`src/hw/rtl/wssc_pkg.sv`:
```
// ----------------------------------------------------------------------------
// wssc_pkg: shared types and constants of the wiper servo sweep controller
// Holds the mode codes, register indexes, reset values and the debouncer
// control struct.
// ----------------------------------------------------------------------------
package wssc_pkg;

  // wiper mode codes, as shown on the result word
  typedef enum logic [1:0] {
    MODE_STOP = 2'd0,
    MODE_SLOW = 2'd1,
    MODE_FAST = 2'd2
  } mode_e;

  // configuration register indexes
  localparam logic [2:0] CFG_SWEEP_LOW  = 3'd0;
  localparam logic [2:0] CFG_SWEEP_HIGH = 3'd1;
  localparam logic [2:0] CFG_SLOW_STEP  = 3'd2;
  localparam logic [2:0] CFG_FAST_STEP  = 3'd3;
  localparam logic [2:0] CFG_PERIOD     = 3'd4;
  localparam logic [2:0] CFG_END_HOLD   = 3'd5;
  localparam logic [2:0] CFG_DEBOUNCE   = 3'd6;
  localparam logic [2:0] CFG_SETTLE     = 3'd7;

  localparam int unsigned CfgIdxW  = 3;
  localparam int unsigned CfgDataW = 16;

  // register reset values
  localparam logic [11:0] RST_SWEEP_LOW  = 12'd1237;
  localparam logic [11:0] RST_SWEEP_HIGH = 12'd1762;
  localparam logic [8:0]  RST_SLOW_STEP  = 9'd6;
  localparam logic [8:0]  RST_FAST_STEP  = 9'd18;
  localparam logic [9:0]  RST_PERIOD     = 10'd20;
  localparam logic [15:0] RST_END_HOLD   = 16'd80;
  localparam logic [15:0] RST_DEBOUNCE   = 16'd60;
  localparam logic [15:0] RST_SETTLE     = 16'd400;

  // servo pulse limits on the output
  localparam logic [11:0] PULSE_MIN = 12'd500;
  localparam logic [11:0] PULSE_MAX = 12'd2500;

  // per-button debouncer control
  typedef struct packed {
    logic step;   // a word is processed this cycle
    logic seed;   // first word: load raw level and time
    logic upd;    // run the debounce update for this word
  } deb_ctrl_t;

endpackage

```
`src/hw/rtl/wssc_debounce.sv`:
```
// ----------------------------------------------------------------------------
// wssc_debounce: one button debouncer
// Accepts a raw level once it has held for the debounce time and flags a
// press edge of the accepted level.
// ----------------------------------------------------------------------------
module wssc_debounce (
  input  logic                clk_i,
  input  logic                rst_ni,
  input  wssc_pkg::deb_ctrl_t ctrl_i,
  input  logic                raw_i,
  input  logic [31:0]         now_i,
  input  logic [15:0]         debounce_ms_i,
  output logic                press_o
);

  logic        stable_q, stable_d;
  logic        last_q, last_d;
  logic [31:0] chg_q, chg_d;

  logic        base_stable, base_last;
  logic [31:0] base_chg;
  logic [31:0] upd_chg;
  logic [31:0] elapsed;
  logic        upd_stable;

  // seeding overrides the stored state on the first word
  always_comb begin
    base_stable = ctrl_i.seed ? raw_i : stable_q;
    base_last   = ctrl_i.seed ? raw_i : last_q;
    base_chg    = ctrl_i.seed ? now_i : chg_q;
  end

  // debounce update
  always_comb begin
    upd_chg    = (raw_i != base_last) ? now_i : base_chg;
    elapsed    = now_i - upd_chg;
    upd_stable = (elapsed >= {16'd0, debounce_ms_i}) ? raw_i : base_stable;
  end

  assign press_o = ctrl_i.upd && !base_stable && upd_stable;

  // skipped updates still keep the seeded values
  always_comb begin
    if (ctrl_i.upd) begin
      stable_d = upd_stable;
      last_d   = raw_i;
      chg_d    = upd_chg;
    end else begin
      stable_d = base_stable;
      last_d   = base_last;
      chg_d    = base_chg;
    end
  end

  always_ff @(posedge clk_i or negedge rst_ni) begin
    if (!rst_ni) begin
      stable_q <= 1'b0;
      last_q   <= 1'b0;
      chg_q    <= 32'd0;
    end else if (ctrl_i.step) begin
      stable_q <= stable_d;
      last_q   <= last_d;
      chg_q    <= chg_d;
    end
  end

endmodule

```
`src/hw/rtl/wiper_servo_sweep_controller_core.sv`:
```
// ----------------------------------------------------------------------------
// wiper_servo_sweep_controller_core: wiper servo sweep controller
// Debounces three mode buttons and sweeps a servo pulse width between two
// configurable ends, one result word per time stamp word.
// ----------------------------------------------------------------------------
// throughput: one word per cycle while the result channel does not stall; input
//   register, one pass of logic, result register, so a new word is taken while
//   a finished result still waits
// reset: asynchronous, active low; stop mode, pulse parked at 1237 us,
//   pwm off, buttons unseeded, registers at their documented defaults
module wiper_servo_sweep_controller_core (
  input  logic        clk_i,
  input  logic        rst_ni,
  // configuration
  input  logic                          cfg_we_i,
  input  logic [wssc_pkg::CfgIdxW-1:0]  cfg_idx_i,
  input  logic [wssc_pkg::CfgDataW-1:0] cfg_wdata_i,
  // input words
  input  logic        in_valid_i,
  output logic        in_stall_o,
  input  logic [31:0] now_ms_i,
  input  logic        raw_slow_i,
  input  logic        raw_fast_i,
  input  logic        raw_stop_i,
  // result words
  output logic        out_valid_o,
  input  logic        out_stall_i,
  output logic [11:0] pulse_us_o,
  output logic        pwm_enable_o,
  output logic [1:0]  wiper_mode_o,
  output logic        pulse_written_o
);

  // configuration registers
  logic [11:0] sweep_low_q, sweep_high_q;
  logic [8:0]  slow_step_q, fast_step_q;
  logic [9:0]  period_q;
  logic [15:0] end_hold_q, debounce_q, settle_q;

  always_ff @(posedge clk_i or negedge rst_ni) begin
    if (!rst_ni) begin
      sweep_low_q  <= wssc_pkg::RST_SWEEP_LOW;
      sweep_high_q <= wssc_pkg::RST_SWEEP_HIGH;
      slow_step_q  <= wssc_pkg::RST_SLOW_STEP;
      fast_step_q  <= wssc_pkg::RST_FAST_STEP;
      period_q     <= wssc_pkg::RST_PERIOD;
      end_hold_q   <= wssc_pkg::RST_END_HOLD;
      debounce_q   <= wssc_pkg::RST_DEBOUNCE;
      settle_q     <= wssc_pkg::RST_SETTLE;
    end else if (cfg_we_i) begin
      case (cfg_idx_i)
        wssc_pkg::CFG_SWEEP_LOW:  sweep_low_q  <= cfg_wdata_i[11:0];
        wssc_pkg::CFG_SWEEP_HIGH: sweep_high_q <= cfg_wdata_i[11:0];
        wssc_pkg::CFG_SLOW_STEP:  slow_step_q  <= cfg_wdata_i[8:0];
        wssc_pkg::CFG_FAST_STEP:  fast_step_q  <= cfg_wdata_i[8:0];
        wssc_pkg::CFG_PERIOD:     period_q     <= cfg_wdata_i[9:0];
        wssc_pkg::CFG_END_HOLD:   end_hold_q   <= cfg_wdata_i;
        wssc_pkg::CFG_DEBOUNCE:   debounce_q   <= cfg_wdata_i;
        wssc_pkg::CFG_SETTLE:     settle_q     <= cfg_wdata_i;
        default: ;
      endcase
    end
  end

  // input register and handshake
  logic        in_valid_q;
  logic [31:0] now_q;
  logic        raw_slow_q, raw_fast_q, raw_stop_q;
  logic        advance;

  assign advance    = in_valid_q && (!out_valid_o || !out_stall_i);
  assign in_stall_o = in_valid_q && !advance;

  always_ff @(posedge clk_i or negedge rst_ni) begin
    if (!rst_ni) begin
      in_valid_q <= 1'b0;
    end else if (!in_stall_o) begin
      in_valid_q <= in_valid_i;
    end
  end

  always_ff @(posedge clk_i) begin
    if (in_valid_i && !in_stall_o) begin
      now_q      <= now_ms_i;
      raw_slow_q <= raw_slow_i;
      raw_fast_q <= raw_fast_i;
      raw_stop_q <= raw_stop_i;
    end
  end

  // button debouncers, stop has priority over fast over slow
  logic                seeded_q;
  logic                press_stop, press_fast, press_slow;
  wssc_pkg::deb_ctrl_t ctrl_stop, ctrl_fast, ctrl_slow;

  always_comb begin
    ctrl_stop = '{step: advance, seed: !seeded_q, upd: 1'b1};
    ctrl_fast = '{step: advance, seed: !seeded_q, upd: !press_stop};
    ctrl_slow = '{step: advance, seed: !seeded_q, upd: !press_stop && !press_fast};
  end

  wssc_debounce u_deb_stop (
    .clk_i         (clk_i),
    .rst_ni        (rst_ni),
    .ctrl_i        (ctrl_stop),
    .raw_i         (raw_stop_q),
    .now_i         (now_q),
    .debounce_ms_i (debounce_q),
    .press_o       (press_stop)
  );

  wssc_debounce u_deb_fast (
    .clk_i         (clk_i),
    .rst_ni        (rst_ni),
    .ctrl_i        (ctrl_fast),
    .raw_i         (raw_fast_q),
    .now_i         (now_q),
    .debounce_ms_i (debounce_q),
    .press_o       (press_fast)
  );

  wssc_debounce u_deb_slow (
    .clk_i         (clk_i),
    .rst_ni        (rst_ni),
    .ctrl_i        (ctrl_slow),
    .raw_i         (raw_slow_q),
    .now_i         (now_q),
    .debounce_ms_i (debounce_q),
    .press_o       (press_slow)
  );

  always_ff @(posedge clk_i or negedge rst_ni) begin
    if (!rst_ni) begin
      seeded_q <= 1'b0;
    end else if (advance) begin
      seeded_q <= 1'b1;
    end
  end

  // sweep state
  wssc_pkg::mode_e mode_q, mode_d;
  logic [11:0]     pulse_q, pulse_d;
  logic            dir_down_q, dir_down_d;
  logic [31:0]     last_step_q, last_step_d;
  logic [31:0]     hold_until_q, hold_until_d;
  logic            stop_pend_q, stop_pend_d;
  logic [31:0]     stop_time_q, stop_time_d;
  logic            pwm_q, pwm_d;
  logic            wrote;

  logic            sel;
  wssc_pkg::mode_e sel_mode;
  logic [8:0]      step;
  logic [13:0]     next_pulse;
  logic [31:0]     since_step, since_stop;
  logic            do_step;

  // mode select
  always_comb begin
    sel      = press_stop || press_fast || press_slow;
    sel_mode = press_stop ? wssc_pkg::MODE_STOP :
               press_fast ? wssc_pkg::MODE_FAST : wssc_pkg::MODE_SLOW;
  end

  // mode change, then settle timer or sweep step
  always_comb begin
    mode_d       = mode_q;
    pulse_d      = pulse_q;
    dir_down_d   = dir_down_q;
    last_step_d  = last_step_q;
    hold_until_d = hold_until_q;
    stop_pend_d  = stop_pend_q;
    stop_time_d  = stop_time_q;
    pwm_d        = pwm_q;
    wrote        = 1'b0;

    if (sel) begin
      mode_d       = sel_mode;
      last_step_d  = now_q;
      hold_until_d = 32'd0;
      pwm_d        = 1'b1;
      dir_down_d   = 1'b0;
      wrote        = 1'b1;
      if (sel_mode == wssc_pkg::MODE_STOP) begin
        pulse_d     = sweep_low_q;
        stop_pend_d = 1'b1;
        stop_time_d = now_q;
      end else begin
        stop_pend_d = 1'b0;
        if (pulse_q < sweep_low_q || pulse_q > sweep_high_q) begin
          pulse_d = sweep_low_q;
        end
      end
    end

    since_stop = now_q - stop_time_d;
    since_step = now_q - last_step_d;
    do_step    = (now_q >= hold_until_d) && (since_step >= {22'd0, period_q});
    step       = (mode_d == wssc_pkg::MODE_FAST) ? fast_step_q : slow_step_q;
    next_pulse = dir_down_d ? ({2'b00, pulse_d} - {5'd0, step})
                            : ({2'b00, pulse_d} + {5'd0, step});

    if (mode_d == wssc_pkg::MODE_STOP) begin
      if (stop_pend_d && pwm_d && since_stop >= {16'd0, settle_q}) begin
        pwm_d       = 1'b0;
        stop_pend_d = 1'b0;
      end
    end else begin
      pwm_d = 1'b1;
      if (do_step) begin
        last_step_d = now_q;
        wrote       = 1'b1;
        if ($signed(next_pulse) >= $signed({2'b00, sweep_high_q})) begin
          pulse_d      = sweep_high_q;
          dir_down_d   = 1'b1;
          hold_until_d = now_q + {16'd0, end_hold_q};
        end else if ($signed(next_pulse) <= $signed({2'b00, sweep_low_q})) begin
          pulse_d      = sweep_low_q;
          dir_down_d   = 1'b0;
          hold_until_d = now_q + {16'd0, end_hold_q};
        end else begin
          pulse_d = next_pulse[11:0];
        end
      end
    end
  end

  always_ff @(posedge clk_i or negedge rst_ni) begin
    if (!rst_ni) begin
      mode_q       <= wssc_pkg::MODE_STOP;
      pulse_q      <= wssc_pkg::RST_SWEEP_LOW;
      dir_down_q   <= 1'b0;
      last_step_q  <= 32'd0;
      hold_until_q <= 32'd0;
      stop_pend_q  <= 1'b0;
      stop_time_q  <= 32'd0;
      pwm_q        <= 1'b0;
    end else if (advance) begin
      mode_q       <= mode_d;
      pulse_q      <= pulse_d;
      dir_down_q   <= dir_down_d;
      last_step_q  <= last_step_d;
      hold_until_q <= hold_until_d;
      stop_pend_q  <= stop_pend_d;
      stop_time_q  <= stop_time_d;
      pwm_q        <= pwm_d;
    end
  end

  // result register, pulse clamped to the servo range
  logic [11:0] clamped;

  always_comb begin
    if (pulse_d < wssc_pkg::PULSE_MIN) begin
      clamped = wssc_pkg::PULSE_MIN;
    end else if (pulse_d > wssc_pkg::PULSE_MAX) begin
      clamped = wssc_pkg::PULSE_MAX;
    end else begin
      clamped = pulse_d;
    end
  end

  always_ff @(posedge clk_i or negedge rst_ni) begin
    if (!rst_ni) begin
      out_valid_o <= 1'b0;
    end else if (advance) begin
      out_valid_o <= 1'b1;
    end else if (!out_stall_i) begin
      out_valid_o <= 1'b0;
    end
  end

  always_ff @(posedge clk_i) begin
    if (advance) begin
      pulse_us_o      <= clamped;
      pwm_enable_o    <= pwm_d;
      wiper_mode_o    <= mode_d;
      pulse_written_o <= wrote;
    end
  end

endmodule

```
`config.mk`:
```
export PLATFORM = sky130hd
export DESIGN_NAME = wiper_servo_sweep_controller_core
export DESIGN_NICKNAME = d
export VERILOG_FILES = /design/src/hw/rtl/wssc_pkg.sv /design/src/hw/rtl/wssc_debounce.sv /design/src/hw/rtl/wiper_servo_sweep_controller_core.sv
export SDC_FILE = /design/constraint.sdc
export NUM_CORES = 1
export LEC_CHECK = 0
export BUFFER_PORTS_ARGS = -buffer_cell sky130_fd_sc_hd__buf_2
export CAP_MARGIN = 20
export CORE_MARGIN = 2
export CORE_UTILIZATION = 53
export CTS_CLUSTER_DIAMETER = 60
export DETAILED_ROUTE_END_ITERATION = 7
export GPL_ROUTABILITY_DRIVEN = 1
export GPL_TIMING_DRIVEN = 0
export PLACE_DENSITY = 0.68
export SYNTH_ARGS = -nofsm -noshare
export SYNTH_HDL_FRONTEND = slang
export SYNTH_SLANG_ARGS = --single-unit
```
`constraint.sdc`:
```
create_clock -name clk_i -period 26.9 [get_ports clk_i]
set_input_delay 5.38 -clock clk_i [delete_from_list [all_inputs] [get_ports clk_i]]
set_output_delay 5.38 -clock clk_i [all_outputs]
set_load 0.05 [all_outputs]
```
# Yosys cells after proc, flatten, opt, wreduce, memory -nomap -nowiden

Index checks and enable logic that the tools add are counted.

Bits in registers: 369

Reduce and logical (&&, ||, !) cells: 37
Add/subtract/negate cells: 8
$lt $le $gt $ge: 12
Equal/unequal tests: 12
Multiplexer cells: 61

Operators with widths:

| cell                                                        | number |
|---|---|
| 2-to-1 mux 32 bit                                           | 18 |
| subtractor 32 bit                                           | 5 |
| greater-or-equal comparator 32 x 16 -> 1 bit                | 4 |
| 2-to-1 mux 12 bit                                           | 8 |
| adder 32 x 16 -> 32 bit                                     | 1 |
| greater-or-equal comparator 32 x 10 -> 1 bit                | 1 |
| greater-or-equal comparator 32 bit                          | 1 |
| 2-to-1 mux 1 bit                                            | 30 |
| AND reduction 2 bit                                         | 8 |
| greater-or-equal comparator 14 x 13 -> 1 bit                | 1 |
| less-or-equal comparator 14 x 13 -> 1 bit                   | 1 |
| 2-to-1 mux 14 bit                                           | 1 |
| adder 12 x 9 -> 13 bit                                      | 1 |
| subtractor 12 x 9 -> 13 bit                                 | 1 |
| == test 3 bit, second input constant                        | 4 |
| greater-than comparator 12 bit                              | 1 |
| greater-than comparator 12 bit, second input constant       | 1 |
| logical AND 1 bit                                           | 12 |
| less-than comparator 12 bit                                 | 1 |
| less-than comparator 12 x 9 -> 1 bit, second input constant | 1 |
| logical NOT 1 bit                                           | 9 |
| 2-to-1 mux 9 bit                                            | 1 |
| == test 3 x 2 -> 1 bit, second input constant               | 2 |
| 2-to-1 mux 2 bit                                            | 3 |
| other kinds (8)                                             | 14 |

# Logic depth before layout (Yosys ltp)

Gate-level depths: netlist (run 1).

Depth after elaboration: 27
Gate-level depth with buffers: 63
Depth with buffers taken out: 58

# Modules after synthesis

Synthesis (run 1) repeated with hierarchy kept, for this count alone.

Cells, all modules: 3735
Area, all modules: 32711.4 µm²

By module, submodules not included:

| module                            | cells an instance | times used | area each (µm²) |
|---|---|---|---|
| wiper_servo_sweep_controller_core | 2028              | 1          | 19130.8 |
| wssc_debounce at u_deb_slow ...   | 568               | 2          | 4543.1 |
| wssc_debounce at u_deb_fast       | 571               | 1          | 4494.3 |

# Least setup slack after synthesis (run 1)

No wires, ideal clock.

Path kind: register to register
Start point: reg raw_stop_q
End point: reg pulse_us_o[6], data pin
Setup time: 0.266 ns
Setup slack: 14.421 ns
Arrival time: 12.213 ns
Required time: 26.634 ns
Cell stages (with the launch flop): 56
Path buffers: 6
Cells stage by stage: edfxtp_1 > xnor2_1 > and2_1 > clkbuf_1 > buf_1 > clkbuf_1 > o21ai_0 > ha_1 > inv_1 > ha_1 > nor4_1 > a311o_1 > or4b_1 > o211a_2 > xnor2_1 > ha_1 > a21o_1 > a21oi_1 > (+20 left out) > a21oi_1 > o221ai_1 > nor3_1 > o211ai_1 > a211oi_1 > nand4_1 > nor4_1 > nand4_1 > nor4_1 > and3_1 > a31oi_1 > and2_1 > clkbuf_1 > a221o_1 > nand3b_1 > or4_1 > a32o_2 > or3b_1

Cells in the longest elaborated chain, start to end: 27
Elaborated cells between the ends (all ways): 46
Those cells by class: add/sub (4); order compare (7); eq/ne (2); mux (18); reduce/logical (15)

Ends and longest elaborated chain:

| what                                                                                   | line                                                                               | text |
|---|---|---|
| start: declaration                                                                     | wiper_servo_sweep_controller_core.sv:68                                            | `logic raw_slow_q, raw_fast_q, raw_stop_q;` |
| start signal: assignment                                                               | wiper_servo_sweep_controller_core.sv:87                                            | `raw_stop_q <= raw_stop_i;` |
| 2-to-1 mux 1 bit                                                                       | wssc_debounce.sv:29                                                                | `base_last = ctrl_i.seed ? raw_i : last_q;` |
| inequality test 1 bit (*)                                                              | wssc_debounce.sv:35                                                                | `upd_chg = (raw_i != base_last) ? now_i : base_chg;` |
| 2-to-1 mux 32 bit (*)                                                                  | wssc_debounce.sv:35                                                                |  |
| named net u_deb_stop.chg_d[0]                                                          | wssc_debounce.sv:18                                                                | `logic [31:0] chg_q, chg_d;` |
| subtractor 32 bit (*)                                                                  | wssc_debounce.sv:36                                                                | `elapsed = now_i - upd_chg;` |
| greater-or-equal comparator 32 x 16 -> 1 bit (*)                                       | wssc_debounce.sv:37                                                                | `upd_stable = (elapsed >= {16'd0, debounce_ms_i}) ? raw_i : base_stable;` |
| 2-to-1 mux 1 bit (*)                                                                   | wssc_debounce.sv:37                                                                |  |
| logical AND 1 bit (*)                                                                  | wssc_debounce.sv:40                                                                | `assign press_o = ctrl_i.upd && !base_stable && upd_stable;` |
| (+12 left out)                                                                         | --                                                                                 |  |
| 2-to-1 mux 14 bit                                                                      | wiper_servo_sweep_controller_core.sv:200                                           | `next_pulse = dir_down_d ? ({2'b00, pulse_d} - {5'd0, step})` |
| less-or-equal comparator 14 x 13 -> 1 bit                                              | wiper_servo_sweep_controller_core.sv:217                                           | `end else if ($signed(next_pulse) <= $signed({2'b00, sweep_low_q})) begin` |
| 2-to-1 mux 12 bit                                                                      | wiper_servo_sweep_controller_core.sv:217                                           |  |
| 2-to-1 mux 12 bit                                                                      | wiper_servo_sweep_controller_core.sv:213                                           | `if ($signed(next_pulse) >= $signed({2'b00, sweep_high_q})) begin` |
| 2-to-1 mux 12 bit                                                                      | wiper_servo_sweep_controller_core.sv:210                                           | `if (do_step) begin` |
| 2-to-1 mux 12 bit (*)                                                                  | wiper_servo_sweep_controller_core.sv:203                                           | `if (mode_d == wssc_pkg::MODE_STOP) begin` |
| less-than comparator 12 x 9 -> 1 bit or greater-than comparator 12 bit (tied branches) | wiper_servo_sweep_controller_core.sv:254, wiper_servo_sweep_controller_core.sv:256 |  |
| OR reduction 2 bit (no source line)                                                    | --                                                                                 |  |
| end signal: assignment                                                                 | wiper_servo_sweep_controller_core.sv:275                                           | `pulse_us_o <= clamped;` |
| end: declaration                                                                       | wiper_servo_sweep_controller_core.sv:28                                            | `output logic [11:0] pulse_us_o,` |

Mark *: on every way through the listed nets, which the timed path passes. The rest lies on a longest branch.
A chain may end at the register's enable or synchronous reset.

# Final worst setup path (run 1)

Start point: reg seeded_q
End point: reg hold_until_q[4]

Cells in the longest elaborated chain, start to end: 25
Elaborated cells between the ends (all ways): 62
Those cells by class: add/sub (6); order compare (7); eq/ne (4); mux (29); reduce/logical (16)

Ends and longest elaborated chain:

| what                                                                  | line                                                                               | text |
|---|---|---|
| start: declaration                                                    | wiper_servo_sweep_controller_core.sv:92                                            | `logic seeded_q;` |
| start signal: assignment                                              | wiper_servo_sweep_controller_core.sv:134                                           | `seeded_q <= 1'b0;` |
| start signal: assignment                                              | wiper_servo_sweep_controller_core.sv:136                                           | `seeded_q <= 1'b1;` |
| 2-to-1 mux 1 bit                                                      | wssc_debounce.sv:29                                                                |  |
| inequality test 1 bit                                                 | wssc_debounce.sv:35                                                                |  |
| 2-to-1 mux 32 bit                                                     | wssc_debounce.sv:35                                                                |  |
| subtractor 32 bit                                                     | wssc_debounce.sv:36                                                                |  |
| greater-or-equal comparator 32 x 16 -> 1 bit                          | wssc_debounce.sv:37                                                                |  |
| 2-to-1 mux 1 bit                                                      | wssc_debounce.sv:37                                                                |  |
| logical AND 1 bit                                                     | wssc_debounce.sv:40                                                                |  |
| logical NOT 1 bit                                                     | wiper_servo_sweep_controller_core.sv:98, wiper_servo_sweep_controller_core.sv:99   |  |
| (+9 left out)                                                         | --                                                                                 |  |
| 2-to-1 mux 9 bit                                                      | wiper_servo_sweep_controller_core.sv:199                                           | `step = (mode_d == wssc_pkg::MODE_FAST) ? fast_step_q : slow_step_q;` |
| adder 12 x 9 -> 13 bit or subtractor 12 x 9 -> 13 bit (tied branches) | wiper_servo_sweep_controller_core.sv:201, wiper_servo_sweep_controller_core.sv:200 |  |
| 2-to-1 mux 14 bit                                                     | wiper_servo_sweep_controller_core.sv:200                                           |  |
| less-or-equal comparator 14 x 13 -> 1 bit                             | wiper_servo_sweep_controller_core.sv:217                                           |  |
| 2-to-1 mux 32 bit                                                     | wiper_servo_sweep_controller_core.sv:217                                           |  |
| 2-to-1 mux 32 bit                                                     | wiper_servo_sweep_controller_core.sv:213                                           |  |
| 2-to-1 mux 32 bit                                                     | wiper_servo_sweep_controller_core.sv:210                                           |  |
| 2-to-1 mux 32 bit (*)                                                 | wiper_servo_sweep_controller_core.sv:203                                           |  |
| end signal: assignment                                                | wiper_servo_sweep_controller_core.sv:243                                           | `hold_until_q <= hold_until_d;` |
| end: declaration                                                      | wiper_servo_sweep_controller_core.sv:145                                           | `logic [31:0] hold_until_q, hold_until_d;` |

Every way passes the cells marked *; elsewhere a longest branch is shown, timed or not.

==> key figures, run 1 <==
Power
  – Pwr/cell area: 117 mW/mm^2
  – Worst VDD drop: 0.0000712 V
  – Total Power: 3890 uW
  – Leak: around 0.015 uW

Clock tree
  – Htree depth: 2
  – CTS Hold Bufs: 0
  – # resized after CTS: 0
  – Setup Fix Bufs, Post-CTS: 0
  – CTS Root Cell: clkbuf_16
  – CTS clk-pin slew, worst paths: 0.06 ns
  – CTS Buffer Depth: 3
  – Number of buffers created by CTS: 47
  – CTS sink count: approximately 370
  – TritonCTS clock tree: built
  – Clk_lat worst skew: between 0.5 and 0.6 ns

Placement
  – DPL Wire Length: approximately 80 mm
  – Routability cong.: approximately 0.93
  – Placed instance area: about 0.032 mm^2
  – I/O Buffers: 72

GRT
  – Vias in the first global route: 26,200
  – Total gr overflow: 0
  – Initial antenna violation count: 1
  – Largest net degree at the start of global routing: between 100 and 150
  – Total GRT Usage: ~34%
  – First-pass GRT wire length: between 150 and 200 mm

STA
  – Tcrit/Tclk final: ~70%
  – Final min period: about 18 ns
  – Hold Vio Cnt, Final: 0
  – Final setup violation count: 0
  – Slew Limit Fails: 0
  – Clock Skews: between 0.03 and 0.04 ns
  – RSZ-0062 raised after global routing: false
  – WHS: about 0.48 ns
  – Sum Neg Setup Slack: 0 ns
  – Worst-Margin Slew: 1.24 ns
  – Slew HR: roughly 17%
  – Max Freq: roughly 54 MHz

Worst hold path
  – Min-delay src: stop_time_q[0]
  – Hold Path Class: register to register

Synthesis
  – Post-synth EDFFs: 51
  – Area share of the largest cell type after synthesis: between 20% and 30%
  – Syn Area/Cell: a little under 9 um^2
  – Count of cell types in the netlist: 88
  – Largest cells by area after synthesis: dfrtp_1, ha_1, mux2_2
  – Yosys reg bits: about 370
  – Top_reg_cell synth: dfrtp_1
  – Synth Net Count: about 3,800
  – Mapped cell area: 0.0304 mm^2
  – Area leader, netlist: dfrtp_1
  – Sequential share of the synthesized area: a little under a third
  – Mapped Cells: 3,427
  – YS warnings: 0
  – Asr flop ratio synth: between 80% and 90%

Die
  – Starting Density: between 50 and 60%
  – Num ports: 77
  – Die height: between 200 and 250 um
  – CORE AREA: approximately 0.057 mm^2
  – Die area: a little under 0.06 mm^2
  – Row count: 87
  – Die span in x: 244 um

Critical path
  – Crit Path Category: register to register
  – Cell mode on critical path: clkbuf_1
  – Largest fanout on the critical path: 10
  – Critical Path Start: seeded_q
  – Critical path endpoint category: register
  – CP peak stage delay: approximately 0.83 ns
  – Worst setup SP type: register
  – WP data required: ~27 ns
  – Crit path DAT: approximately 19 ns
  – Crit path max-delay cell type: clkbuf_1
  – Worst R2R Setup Slack: between 8 and 9 ns
  – RR Startpoint: seeded_q

Detailed routing
  – Total number of vias: 27,400
  – 1st-pass router iterations: 5
  – DR DRC count: 0
  – Routed len/inst: 23.8 um
  – Via-per-instance ratio: roughly 6.3
  – Antenna-violating nets left: 0
  – Initial DRC Count: 2,400
  – Final Routed Wirelength: approximately 100 mm

Layout
  – Nets: around 4,000
  – Post-layout instance area: around 0.033 mm^2
  – Synthesis-to-layout area growth: 9.72%
  – Multi-input gate area: between 0.015 and 0.02 mm^2
  – Fraction of layout cells with a size suffix above 1: roughly a tenth
  – Final antenna diode count: 0
  – Reg area: about 0.0095 mm^2
  – Filler instances: roughly 5,000

Flow run
  – MaxCap Viol Count: 0

Status
  – Status: finished clean
[area by class of cell]
type | instances | area share, %
Multi-Input combinational cell | 2744 | 59.0
Sequential cell | 369 | 28.6
Clock buffer | 65 | 3.94
Tap cell | 756 | 2.83
Inverter | 171 | 1.92
Buffer | 143 | 1.67
Timing Repair Buffer | 77 | 1.40
Clock inverter | 22 | 0.656
[cell usage in the layout, fill, tap and decap left out, types with 13 or more instances in the layout]
cell type | synthesis | routed
a211o_1 | 17 | 17
a211oi_1 | 29 | 29
a21boi_0 | 15 | 15
a21o_1 | 100 | 100
a21oi_1 | 218 | 218
a31oi_1 | 24 | 24
and2_1 | 21 | 20
and3_1 | 26 | 26
buf_1 | 15 | 14
buf_2 | 6 | 78
clkbuf_1 | 120 | 132
clkbuf_16 | 0 | 48
dfrtp_1 | 285 | 285
dfstp_2 | 33 | 33
edfxtp_1 | 51 | 51
ha_1 | 332 | 332
inv_1 | 171 | 171
mux2_2 | 169 | 169
mux2i_1 | 146 | 146
nand2_1 | 377 | 377
nand2b_1 | 55 | 55
nand3_1 | 56 | 56
nand4_1 | 48 | 48
nor2_1 | 198 | 198
nor2b_1 | 43 | 43
nor3_1 | 55 | 54
nor3b_1 | 13 | 13
nor4_1 | 19 | 19
o2111ai_1 | 17 | 17
o211ai_1 | 30 | 30
o21a_1 | 35 | 35
o21ai_0 | 309 | 309
o21bai_1 | 27 | 27
o31ai_1 | 24 | 24
or3_1 | 14 | 14
xnor2_1 | 89 | 89
xor2_1 | 48 | 48
[power breakdown]
part / internal (uW) / switching (uW) / total, uW
Clock: 373 / 262 / 635
Sequential: 761 / 122 / 883
Combinational: 941 / 1430 / 2380
Total: 2080 / 1820 / 3890
[state kept, by name, indices dropped and copies added (netlist names), 10 cells and up]
signal,cells
now_q,32
debounce_q,16
u_deb_stop.chg_q,32
pulse_us_o,12
u_deb_slow.chg_q,32
last_step_q,32
settle_q,16
period_q,10
end_hold_q,16
sweep_low_q,12
stop_time_q,32
u_deb_fast.chg_q,32
hold_until_q,32
pulse_q,12
sweep_high_q,12
[synthesized netlist by cell type (all sizes together) (55+ instances only)]
library cell / instances
a21o: 100
a21oi: 219
clkbuf: 120
dfrtp: 285
ha: 332
inv: 171
mux2: 169
mux2i: 146
nand2: 377
nand2b: 55
nand3: 56
nor2: 198
nor3: 55
o21ai: 315
xnor2: 89
[final timing paths]
kind,end,cells after the start
worst max-delay path,hold_until_q[4],58
worst min-delay path,stop_time_q[0],2
worst max register to register,hold_until_q[4],58
worst min register to register,stop_time_q[0],2
max in group asynchronous,sweep_high_q[2],3
min in group asynchronous,u_deb_fast.chg_q[22],1
[worst max-delay path: cells and delay by family, from the launching register on]
family / cells / cell delay (ns)
compound gates: 23 / 6.79
xor+xnor: 2 / 0.29
fa+ha+maj: 4 / 1.14
buf+inv: 9 / 5.07
flops: 1 / 0.45
mux: 1 / 0.48
simple gates: 19 / 4.03
[metal layers]
layer,up-vias,routed length (um),GRT usage [%]
met4,2,3200,10.1
met1,13400,47700,50.2
li1,12800,-,-
met2,1028,44700,52.4
met5,-,11,0
met3,181,7630,5.13
[metrics by stage]
stage	setup WS (ns)	utilization, %	cells
2_1_floorplan	14.42	-	3427
3_3_place_gp	9.46	56.0	4255
3_5_place_dp	9.16	56.2	4259
4_1_cts	9.09	58.9	4346
5_1_grt	7.54	59.0	4347
6_report	8.41	59.0	4347
[logic make-up (layout without fill, tap and decap cells)]
group           after synthesis  after routing  synth area share, %
simple gates                984            984                 15.4
compound gates              964            964                 20.0
flops                       369            369                 31.3
fa+ha+maj                   344            344                 14.3
mux                         315            315                 11.1
buf+inv                     314            478                 3.94
xor+xnor                    137            137                 3.95
(Power assumes the default switching activity.)
==> run 2: changes to the inputs <==
--- a/config.mk
+++ b/config.mk
@@ -13,7 +13,7 @@
 export DETAILED_ROUTE_END_ITERATION = 7
 export GPL_ROUTABILITY_DRIVEN = 1
 export GPL_TIMING_DRIVEN = 0
-export PLACE_DENSITY = 0.68
+export PLACE_DENSITY = 0.71
 export SYNTH_ARGS = -nofsm -noshare
 export SYNTH_HDL_FRONTEND = slang
 export SYNTH_SLANG_ARGS = --single-unit
==> constraint.sdc (replaced) <==
create_clock -name clk_i -period 16.3 [get_ports clk_i]
set_input_delay 3.26 -clock clk_i [delete_from_list [all_inputs] [get_ports clk_i]]
set_output_delay 3.26 -clock clk_i [all_outputs]
set_load 0.05 [all_outputs]
==> run 2 against run 1 <==
  * Routed wire length decreased by 6.1%
  * Power increased by 64%
  * Combinational power increased by 60%
  * Cell area increased by 0.47%
  * Largest cell class unchanged
==> key figures, run 2 (synthesized netlist as in run 1, its figures left out) <==
Critical path
  – CP peak stage delay: 0.52 ns (-0.31 ns)
  – Bufs and invs on worst path: 7 (-2)
  – R2R depth: 59 (+1.7%)
  – Crit path max-delay cell type: or4_1
  – RR Endpoint: pulse_us_o[6]
  – RR Startpoint: seeded_q
  – Crit Path Category: register to register
  – Worst R2R Setup Slack: 0.86 ns (-7.55 ns)
  – Crit path DAT: 15.80 ns (-3.17 ns)
  – Largest fanout on the critical path: 10 (unchanged)
  – Delay-heaviest family, CP: compound AO/OA/AOI/OAI gates
  – Critical path endpoint category: register
  – Worst setup SP type: register
  – WP data required: 16.66 ns (-10.73 ns)

STA
  – Final min period: 15.44 ns (-3.05 ns)
  – Worst-Margin Slew: 1.23 ns (-0.0149 ns)
  – WHS: 0.479 ns (+0.00344 ns)
  – RSZ-0062 raised after global routing: false
  – Hold Vio Cnt, Final: 0 (unchanged)
  – Tcrit/Tclk final: 94.7% (+26 points)
  – Clock Skews: 0.0350 ns (+0.00346 ns)
  – Final setup violation count: 0 (unchanged)
  – Max Freq: 64.8 MHz (+20%)
  – Sum Neg Setup Slack: 0 ns (unchanged)
  – Slew Limit Fails: 0 (unchanged)
  – Slew HR: 17.7% (+0.44 points)

Layout
  – Nets: 3,952 (+0.025%)
  – Final antenna diode count: 0 (unchanged)
  – Non-filler instance count after layout: 4,348 (+0.023%)
  – Commonest non-fill, non-tap cell in the layout: nand2_1
  – Fraction of layout cells with a size suffix above 1: 11.5% (+0.80 points)
  – Filler instances: 5,100 (+1.9%)
  – Synthesis-to-layout area growth: 10.2%
  – Commonest cells after routing, fill and taps aside: nand2_1, ha_1, o21ai_0
  – Post-layout instance area: 0.0335 mm^2 (+0.47%)

Clock tree
  – Clk_lat worst skew: 0.61 ns (+0.02 ns)
  – CTS Buffer Depth: 3 (unchanged)
  – Htree depth: 2 (unchanged)
  – TritonCTS clock tree: built
  – CTS Hold Bufs: 0 (unchanged)
  – CTS Root Cell: clkbuf_16
  – CTS sink count: 369 (unchanged)
  – Number of buffers created by CTS: 47 (unchanged)
  – CTS clk-pin slew, worst paths: 0.06 ns (about the same)

Die
  – Num ports: 77 (unchanged)
  – Die span in x: 244 um (unchanged)
  – CORE AREA: 0.0566 mm^2 (unchanged)
  – Die area: 0.0593 mm^2 (unchanged)
  – Starting Density: 53.7% (unchanged)
  – Row count: 87 (unchanged)
  – Die height: 244 um (unchanged)

Placement
  – Placed instance area: 0.0318 mm^2 (about the same)
  – I/O Buffers: 72 (unchanged)
  – Routability cong.: 0.980 (+5.4%)
  – Cells after DPL: 4,258 (-0.023%)
  – DPL Wire Length: 73.8 mm (-7.9%)

GRT
  – Initial antenna violation count: 2 (+1)
  – Vias in the first global route: 26,500 (+1.2%)
  – Total gr overflow: 0 (unchanged)
  – Largest net degree at the start of global routing: 121 (+6.1%)
  – First-pass GRT wire length: 151 mm (-4.1%)
  – Total GRT Usage: 32.6% (-1.7 points)

Worst hold path
  – Cell count of the worst hold path: 2 (unchanged)
  – Hold Path End: stop_time_q[2]
  – Min-delay src: stop_time_q[2]
  – Hold Path Class: register to register

Detailed routing
  – Total number of vias: 27,200 (-0.84%)
  – Via-per-instance ratio: 6.25 (-0.86%)
  – DR DRC count: 0 (unchanged)
  – Routed len/inst: 22.3 um (-6.1%)
  – Antenna-violating nets left: 0 (unchanged)
  – Initial DRC Count: 2,073 (-14%)
  – 1st-pass router iterations: 6 (+1)
  – Final Routed Wirelength: 97.0 mm (-6.1%)

Flow run
  – MaxCap Viol Count: 0 (unchanged)

Status
  – Status: finished clean

Power
  – Pwr/cell area: 190 mW/mm^2 (+63%)
  – Worst VDD drop: 0.000160 V (+120%)
  – Leak: 0.0149 uW (+0.69%)
  – Total Power: 6370 uW (+64%)
run 2: worst max-delay path by stage:
stage	startpoint	to	slack, ns	cells past startpoint
after global placement	raw_stop_q	hold_until_q[3]	-0.49	51
after floorplan	raw_stop_q	pulse_us_o[6]	3.82	55
final	seeded_q	pulse_us_o[6]	0.86	59
after detailed placement	seeded_q	pulse_us_o[6]	-0.54	59
after global routing	seeded_q	pulse_us_o[6]	0.04	59
after CTS	raw_stop_q	pulse_us_o[6]	0.006	54
run 2: final cells by class:
type	instances	area (um^2)	share of cell area, %
inverter	171	642	1.91
sequential	369	9530	28.4
multi-input combinational	2744	19700	58.8
clock buffer	66	1430	4.27
tap	756	946	2.82
buffer	143	572	1.71
timing repair buffer	78	468	1.40
clock inverter	21	209	0.623
run 2: worst min-delay path, stage by stage, from the launching register on:
cell     delay (ns)
dfrtp_1        0.34
nand2_1        0.04
o21ai_0        0.06
run 2: report_power, final:
group	switching [uW]	total, uW	internal (uW)
clock	447	1100	651
sequential	209	1470	1260
combinational	2260	3810	1550
run 2: through the flow:
step,setup WS (ns),util [%]
after floorplan,3.82,-
after global placement,-0.494,56.0
final,0.861,59.2
after detailed placement,-0.540,56.2
after CTS,0.00570,59.1
after global routing,0.0353,59.2
run 2: layer usage:
layer / track usage, % / vias up / routed length, um
met1: 40.6 / 13100 / 39300
met2: 53.9 / 969 / 44900
met3: 4.60 / 301 / 6240
met4: 19.7 / 2 / 6600
met5: 0 / - / 7
li1: - / 12800 / -
run 2: repair_timing:
item,4_1_cts,5_1_grt
setup buffers,0,2
endpoints found under the hold margin,0,0
pin swaps,0,1
setup endpoints to repair,60,76
gates resized for setup,5,22
==> run 3: changes to the inputs <==
--- a/config.mk
+++ b/config.mk
@@ -17,3 +17,4 @@
 export SYNTH_ARGS = -nofsm -noshare
 export SYNTH_HDL_FRONTEND = slang
 export SYNTH_SLANG_ARGS = --single-unit
+export TNS_END_PERCENT = 20
==> constraint.sdc (replaced) <==
create_clock -name clk_i -period 12.5 [get_ports clk_i]
set_input_delay 2.5 -clock clk_i [delete_from_list [all_inputs] [get_ports clk_i]]
set_output_delay 2.5 -clock clk_i [all_outputs]
set_load 0.05 [all_outputs]
==> run 3 against run 2 <==
  * Final cell count up 1.7%
  * Global-route usage up 0.35 points
  * Highest routed layer unchanged
  * Core utilization up 2.8 points
  * Largest cell class unchanged
  * Sequential cell count unchanged
  * Routed wire length up 2.8%
  * Sequential share of layout area down 1.3 points
==> key figures, run 3 (synthesized netlist as in run 1, its figures left out) <==
Status
  – Status: finished clean

Flow run
  – MaxCap Viol Count: 0 (unchanged)

STA
  – Sum Neg Setup Slack: 0 ns (unchanged)
  – Worst-Margin Slew: 1.23 ns (+0.00505 ns)
  – Clock Skews: 0.0379 ns (+0.00299 ns)
  – Tcrit/Tclk final: 98.1% (+3.4 points)
  – Slew Limit Fails: 0 (unchanged)
  – Hold Vio Cnt, Final: 0 (unchanged)
  – Max Freq: 81.5 MHz (+26%)
  – Final min period: 12.26 ns (-3.17 ns)
  – WHS: 0.481 ns (+0.00240 ns)
  – Slew HR: 17.4% (-0.34 points)
  – Final setup violation count: 0 (unchanged)

Critical path
  – Largest fanout on the critical path: 10 (unchanged)
  – Worst setup SP type: register
  – CP peak stage delay: 0.61 ns (+0.09 ns)
  – Critical path endpoint category: register
  – Crit path max-delay cell type: o21ai_1
  – WP data required: 13.03 ns (-3.63 ns)
  – R2R depth: 52 (-12%)
  – Crit Path Category: register to register
  – Crit path DAT: 12.79 ns (-3.01 ns)

Layout
  – Commonest non-fill, non-tap cell in the layout: nand2_1
  – Commonest cells after routing, fill and taps aside: nand2_1, ha_1, o21ai_0
  – Synthesis-to-layout area growth: 15.4%
  – Fraction of layout cells with a size suffix above 1: 17.1% (+5.7 points)
  – Final antenna diode count: 0 (unchanged)
  – Nets: 4,026 (+1.9%)

Die
  – Die height: 244 um (unchanged)
  – CORE AREA: 0.0566 mm^2 (unchanged)
  – Die span in x: 244 um (unchanged)
  – Num ports: 77 (unchanged)
  – Starting Density: 53.7% (unchanged)
  – Die area: 0.0593 mm^2 (unchanged)
  – Row count: 87 (unchanged)

Worst hold path
  – Cell count of the worst hold path: 2 (unchanged)
  – Hold Path Class: register to register

Clock tree
  – CTS sink count: 369 (unchanged)
  – TritonCTS clock tree: built
  – CTS clk-pin slew, worst paths: 0.07 ns (about the same)
  – Number of buffers created by CTS: 47 (unchanged)
  – CTS Root Cell: clkbuf_16
  – Clk_lat worst skew: 0.61 ns (about the same)
  – Htree depth: 2 (unchanged)
  – CTS Buffer Depth: 3 (unchanged)

GRT
  – First-pass GRT wire length: 153 mm (+1.1%)
  – Vias in the first global route: 26,800 (+1.4%)
  – Initial antenna violation count: 2 (unchanged)
  – Largest net degree at the start of global routing: 121 (unchanged)
  – Total gr overflow: 0 (unchanged)
  – Total GRT Usage: 33.0% (+0.35 points)

Detailed routing
  – Antenna-violating nets left: 0 (unchanged)
  – Total number of vias: 27,800 (+2.3%)
  – Initial DRC Count: 2,068 (-0.24%)
  – Via-per-instance ratio: 6.29 (+0.58%)
  – DR DRC count: 0 (unchanged)
  – Routed len/inst: 22.6 um (+1.1%)
  – Final Routed Wirelength: 99.8 mm (+2.8%)
  – 1st-pass router iterations: 7 (+1)

Power
  – Leak: 0.0155 uW (+4.0%)
  – Pwr/cell area: 255 mW/mm^2 (+34%)
  – Worst VDD drop: 0.000209 V (+31%)

Placement
  – DPL Wire Length: 73.8 mm (unchanged)
  – Routability cong.: 0.980 (unchanged)
  – I/O Buffers: 72 (unchanged)
-- run 3: final timing paths --
path | from | end | slack, ns
min reg2reg | hold_until_q[12] | hold_until_q[12] | 0.48
max | raw_slow_q | hold_until_q[17] | 0.24
max reg2reg | raw_slow_q | hold_until_q[17] | 0.24
min in group asynchronous | rst_ni | u_deb_fast.chg_q[4] | 1.97
min | hold_until_q[12] | hold_until_q[12] | 0.48
max in group asynchronous | rst_ni | pulse_q[1] | 9.39
-- run 3: area by class of cell --
cell class,count,area (um^2)
Multi-Input combinational cell,2744,20500
Inverter,171,642
Timing Repair Buffer,156,1080
Buffer,139,738
Tap cell,756,946
Clock inverter,21,209
Clock buffer,66,1430
Fill cell,4908,21500
Sequential cell,369,9530
-- run 3: through the flow --
stage          instances  util (%)  power (uW)  area [um^2]  worst slack [ns]
6_report            4422      62.0        8960        35100             0.235
5_1_grt             4422      62.0        9630        35100            -0.192
4_1_cts             4368      60.3        8460        34100            0.0102
3_5_place_dp        4258      56.2        6760        31800             -4.34
3_3_place_gp        4255      56.0        6680        31700             -4.29
2_1_floorplan       3427         -        5530        30400            0.0209
-- run 3: timing repair --
item	in CTS	in global routing
pin swaps	19	79
endpoints found under the setup margin	93	80
hold buffers	0	0
endpoints found under the hold margin	0	0
buffers inserted	25	55
gates resized for setup	138	136
-- run 3: power breakdown --
group / internal (uW) / switching (uW)
Sequential: 1640 / 279
Clock: 849 / 586
Combinational: 2400 / 3210
Total: 4890 / 4070
-- run 3: critical path, delay by kind of cell (launching register included) --
family	cells	cell delay, ns
buffers and inverters	7	1.53
DFF	1	0.51
AOI/OAI and AO/OA	20	4.63
muxes	1	0.26
and+or+nand+nor	16	3.15
adders and majority gates	5	1.46
xor gates and xnor gates	3	0.58
-- run 3: layer usage --
| layer | vias to the layer above | wire length, um | track usage [%] |
|---|---|---|---|
| li1 | 12900 | - | - |
| met1 | 13500 | 39700 | 40.9 |
| met2 | 1071 | 46600 | 54.1 |
| met3 | 325 | 6570 | 4.75 |
| met4 | 2 | 6870 | 20.8 |
| met5 | - | 10 | 0 |
